**config.mk**
```make
export PLATFORM = sky130hd
export DESIGN_NAME = rcat_out_fifo
export DESIGN_NICKNAME = d
export VERILOG_FILES = /design/src/design/rcat_pkg.sv /design/src/design/rcat_out_fifo.sv
export SDC_FILE = /design/constraint.sdc
export NUM_CORES = 1
export LEC_CHECK = 0
export BUFFER_PORTS_ARGS = -buffer_cell sky130_fd_sc_hd__buf_2
export CAP_MARGIN = 10
export CORE_ASPECT_RATIO = 1.25
export CORE_MARGIN = 8
export CORE_UTILIZATION = 41
export CTS_BUF_LIST = sky130_fd_sc_hd__clkbuf_4 sky130_fd_sc_hd__clkbuf_8 sky130_fd_sc_hd__clkbuf_16
export DETAILED_ROUTE_END_ITERATION = 6
export HOLD_SLACK_MARGIN = 0.12
export SYNTH_ARGS = -nofsm -noshare
export SYNTH_HDL_FRONTEND = slang
export SYNTH_SLANG_ARGS = --single-unit
```
**constraint.sdc**
```tcl
create_clock -name clk -period 2 [get_ports clk]
set_input_delay 0.2 -clock clk [delete_from_list [all_inputs] [get_ports clk]]
set_output_delay 0.2 -clock clk [all_outputs]
set_load 0.05 [all_outputs]
```
**src/design/rcat_pkg.sv**
```systemverilog
// Shared types and constants for the RGBA cell average/threshold block.
// Used by the top level, the result queue and the port checker.
// No dependencies.
`timescale 1ns / 1ps
`default_nettype none

package rcat_pkg;

  // Cell geometry and threshold
  localparam int CELL_W = 5;
  localparam int CELL_H = 10;
  localparam int THRESH = 128;

  // Field widths
  localparam int PIX_W     = 8;
  localparam int SUM_W     = 14;  // 50 pixels * 255 fits in 14 bits
  localparam int COORD_W   = 9;
  localparam int COLOR_W   = 3;
  localparam int SUB_W     = 3;   // column inside a cell, 0..4
  localparam int RIN_W     = 4;   // row inside a cell, 0..9
  localparam int CNT_W     = 6;   // pixels in a cell, up to 50
  localparam int LIM_W     = 13;  // 129 * 50
  localparam int FW_W      = 12;
  localparam int FH_W      = 13;
  localparam int APB_AW    = 4;
  localparam int APB_DW    = 32;
  localparam int IN_DW     = 32;
  localparam int OUT_DW    = 24;

  // Reset values of the configuration registers
  localparam logic [FW_W-1:0] FW_RESET = 12'd640;
  localparam logic [FH_W-1:0] FH_RESET = 13'd480;

  // floor(x / 5) = (x * DIV5_MUL) >> DIV5_SH, exact for x below 2^18
  localparam logic [31:0] DIV5_MUL = 32'd52429;
  localparam int          DIV5_SH  = 18;

  // Result queue depth
  localparam int OUT_DEPTH = 4;
  localparam int OUT_PTR_W = 2;
  localparam int OUT_CNT_W = 3;

  // Configuration register index (byte address bits [3:2])
  typedef enum logic [1:0] {
    REG_FRAME_WIDTH  = 2'd0,
    REG_FRAME_HEIGHT = 2'd1,
    REG_FLIP_ROWS    = 2'd2
  } cfg_reg_t;

  typedef logic [3:0][SUM_W-1:0] sum_vec_t;
  typedef logic [3:0][PIX_W-1:0] pix_vec_t;

  typedef struct packed {
    logic [COORD_W-1:0] cell_col;
    logic [COORD_W-1:0] cell_row;
    logic [COLOR_W-1:0] color;
    logic               opaque;
    logic               row_end;
  } result_t;

endpackage : rcat_pkg

`default_nettype wire

```
**src/design/rcat_out_fifo.sv**
```systemverilog
// Result queue between the accumulator pipeline and the output channel.
// Small register FIFO; depends on rcat_pkg for the result type and depth.
`timescale 1ns / 1ps
`default_nettype none

module rcat_out_fifo
  import rcat_pkg::*;
(
  input  wire logic                 clk,
  input  wire logic                 rst_n,
  input  wire logic                 push,
  input  wire result_t              push_data,
  input  wire logic                 pop_ready,
  output logic                      pop_valid,
  output result_t                   pop_data,
  output logic [OUT_CNT_W-1:0]      count
);

  result_t                slot_r [OUT_DEPTH];
  logic [OUT_PTR_W-1:0]   wr_ptr_r, wr_ptr_nxt;
  logic [OUT_PTR_W-1:0]   rd_ptr_r, rd_ptr_nxt;
  logic [OUT_CNT_W-1:0]   count_r, count_nxt;
  logic                   pop;

  assign pop_valid = (count_r != '0);
  assign pop_data  = slot_r[rd_ptr_r];
  assign count     = count_r;
  assign pop       = pop_valid && pop_ready;

  // Advance pointers and occupancy
  always_comb begin
    wr_ptr_nxt = push ? wr_ptr_r + 1'b1 : wr_ptr_r;
    rd_ptr_nxt = pop ? rd_ptr_r + 1'b1 : rd_ptr_r;
    count_nxt  = count_r;
    if (push && !pop) begin
      count_nxt = count_r + 1'b1;
    end else if (pop && !push) begin
      count_nxt = count_r - 1'b1;
    end
  end

  always_ff @(posedge clk) begin
    if (!rst_n) begin
      wr_ptr_r <= '0;
      rd_ptr_r <= '0;
      count_r  <= '0;
    end else begin
      wr_ptr_r <= wr_ptr_nxt;
      rd_ptr_r <= rd_ptr_nxt;
      count_r  <= count_nxt;
    end
  end

  // Store pushed results
  always_ff @(posedge clk) begin
    if (push) begin
      slot_r[wr_ptr_r] <= push_data;
    end
  end

endmodule : rcat_out_fifo

`default_nettype wire

```
==> results.toml <==
[synth]
avgSynthCellArea_um2 = 23.6
synth_area_mm2 = 0.00382
synth_cell_types = 20
ys_top_cells_by_area = "edfxtp_1 72%, mux4_2 12%, dfxtp_1 4.7%"
synth_common_cells = "92 x edfxtp_1, 20 x mux4_2, 9 x and2_1, 9 x dfxtp_1, 5 x ha_1"
async_reset_ff_share_pct = 0
synth_top_area_share_pct = 72.3
synthCells = 162
synth_most_common_cell = "edfxtp_1"
synth_top_area_cell = "edfxtp_1"
ys_warn_count = 0
ys_dominant_reg_cell = "edfxtp_1"
synth_nets = 195
synth_seq_cells = 101
synth_seq_area_share_pct = 77.0
synth-edff-count = 92

[route]
ant_nets = 0
drt_iter0_drc = 60
wirelength_mm = 6.74
drc = 0
wire_per_inst_um = 17.6
drtPass1Iterations = 4
via_count = 1831
via_per_inst = 4.79

[floorplanning]
dieArea_mm2 = 0.0127
placementRows = 39
coreArea_mm2 = 0.00913
die_w_um = 102
start_util_pct = 41.9
ios = 54
die_h_um = 124

[final_layout]
ff_latch_area_mm2 = 0.00296
multi_input_area_um2 = 812
fillers = 734
nNetsFinal = 287
layout-area-overhead-vs-synth_pct = 26.0
antenna_cells = 0
drive_gt1_share_pct = 41.3

[job]
cap_violations = 0

[critical_path]
critical_path_class = "reg -> out"
required_ns = 1.80
startpoint_type = "register"
crit_arrival_ns = 1.71
cp-end-kind = "primary output"
cp_max_fo = 9

[global_routing]
top_usage_layer = "met2"
grt_overflow_total = 0
met1_usage_pct = 12.6
antenna_found_initial = 0
grt_use_met3_pct = 2.91
grt_pass1_wl_mm = 10.3
grt_util_all_layers_pct = 11.2
grt_pass1_vias = 1962
met2_usage_pct = 19.2
grt_start_max_net_pins = 24

[power]
irDropWorstVdd_v = 0.000986
powerDensity_mw_per_mm2 = 1290
p_leak_uw = 0.00168

[clocking]
cts_tree = "built"
clk_latency_ns = 0.34
clockBufferDepth = 2
cts.clk_slew.worst_paths_ns = 0.07
h-tree-depth = 3
root_buffer = "clkbuf_16"
numCtsBuffers = 9
clock_sinks = 101

[timing]
fin_crit_ns = 1.91
fin_ws_ns = 0.0914
max_freq_ghz = 0.524
finalCritPeriodShare_pct = 95.4
slew_violations = 0
skew_ns = 0.00657
rsz0062_at_grt = "no"
slew_headroom_pct = 75.4
whs_ns = 0.167
finalHoldViolCount = 0
setup_violations = 0
tightest_slew_ns = 0.369

[min_path]
hold_path.class = "in -> reg"

[outcome]
status = "completed"

[placement]
place_hpwl_mm = 4.04
portBuffers = 53
gp_congestion = 0.643
post-place-ws_ns = -0.00448
-- critical path, cell delays in order, from the launching register on --
cell     delay (ns)
dfxtp_4        0.44
buf_12         0.17
mux4_2         0.52
buf_2          0.23
-- stage by stage --
stage / total power (uW) / instance area, um2 / utilization (%) / instances / TNS, ns
4_1_cts: 6210 / 4770 / 52.3 / 379 / 0
3_3_place_gp: 4520 / 4250 / 46.6 / 339 / 0
3_5_place_dp: 4520 / 4250 / 46.6 / 339 / -0.00448
6_report: 6200 / 4820 / 52.8 / 382 / 0
2_1_floorplan: 4170 / 3830 / - / 162 / 0
5_1_grt: 6460 / 4820 / 52.8 / 382 / 0
-- cells by family (layout without fill, tap and decap cells) --
logic type	Yosys count	after routing	share of synthesized area [%]
adder cells (fa/ha/maj)	6	6	2.16
AO/OA/AOI/OAI	4	4	1.31
flip-flops	101	101	77.0
AND/OR/NAND/NOR	13	13	2.13
buffers and inverters	8	105	1.90
XOR/XNOR	5	5	1.15
multiplexers	25	25	14.4
-- cells in the final DEF (no fill, tap or decap) --
cell type and n:
xor2_1 2, o311ai_2 1, nor2b_1 2, inv_1 3, ha_2 1, clkinv_2 1
inv_8 2, mux4_2 20, mux2i_1 2, and2_1 9, buf_2 53, or3_1 2
mux4_1 3, o31ai_4 1, buf_4 8, dfxtp_2 1, inv_6 1, xnor2_1 3
dfxtp_4 3, buf_12 1, clkbuf_16 10, o21ai_0 1, edfxtp_1 92, ha_1 4
clkinvlp_4 3, a21boi_1 1, dlygate4sd3_1 23, dfxtp_1 5, fa_2 1
-- registers in the layout, summed over array words and instances, names as in the netlist, named ones only --
| register | cells |
|---|---|
| slot_r | 92 |
| count | 3 |
| rd_ptr_r | 2 |
| wr_ptr_r | 2 |
-- cell type report --
type,count,area share [%]
Timing Repair Buffer,86,12.5
Clock inverter,7,1.22
Clock buffer,9,4.68
Multi-Input combinational cell,53,16.9
Sequential cell,101,61.4
Inverter,3,0.234
Tap cell,123,3.19
-- layer usage --
layer	up-vias	wire (um)	share of wire, %
met5	-	0	0
met4	0	106	1.6
met3	6	245	3.6
met2	37	3620	54
met1	931	2770	41
li1	857	-	-
-- timing repair --
item	4_1_cts	5_1_grt
hold buffers	23	0
hold endpoints to repair	92	0
pin swaps	2	3
gates cloned	0	1
buffers inserted	1	2
setup endpoints to repair	17	6
resized for setup	2	2
-- report_power, final --
part           switching (uW)  internal [uW]
sequential                112           2470
clock                     768            862
combinational            1260            736
total                    2140           4060
-- path summary, 6_finish.rpt --
check,start,end,slack [ns],cells after the start
max,register,pop_data[17],0.09,3
max reg2reg,count[1]$_SDFFE_PN0P_,count[2]$_SDFFE_PN0P_,0.11,7
min reg2reg,count[2]$_SDFFE_PN0P_,count[2]$_SDFFE_PN0P_,0.53,2
min,rst_n,count[0]$_SDFFE_PN0P_,0.17,2
Note: power is estimated with default switching activity, not from simulation.
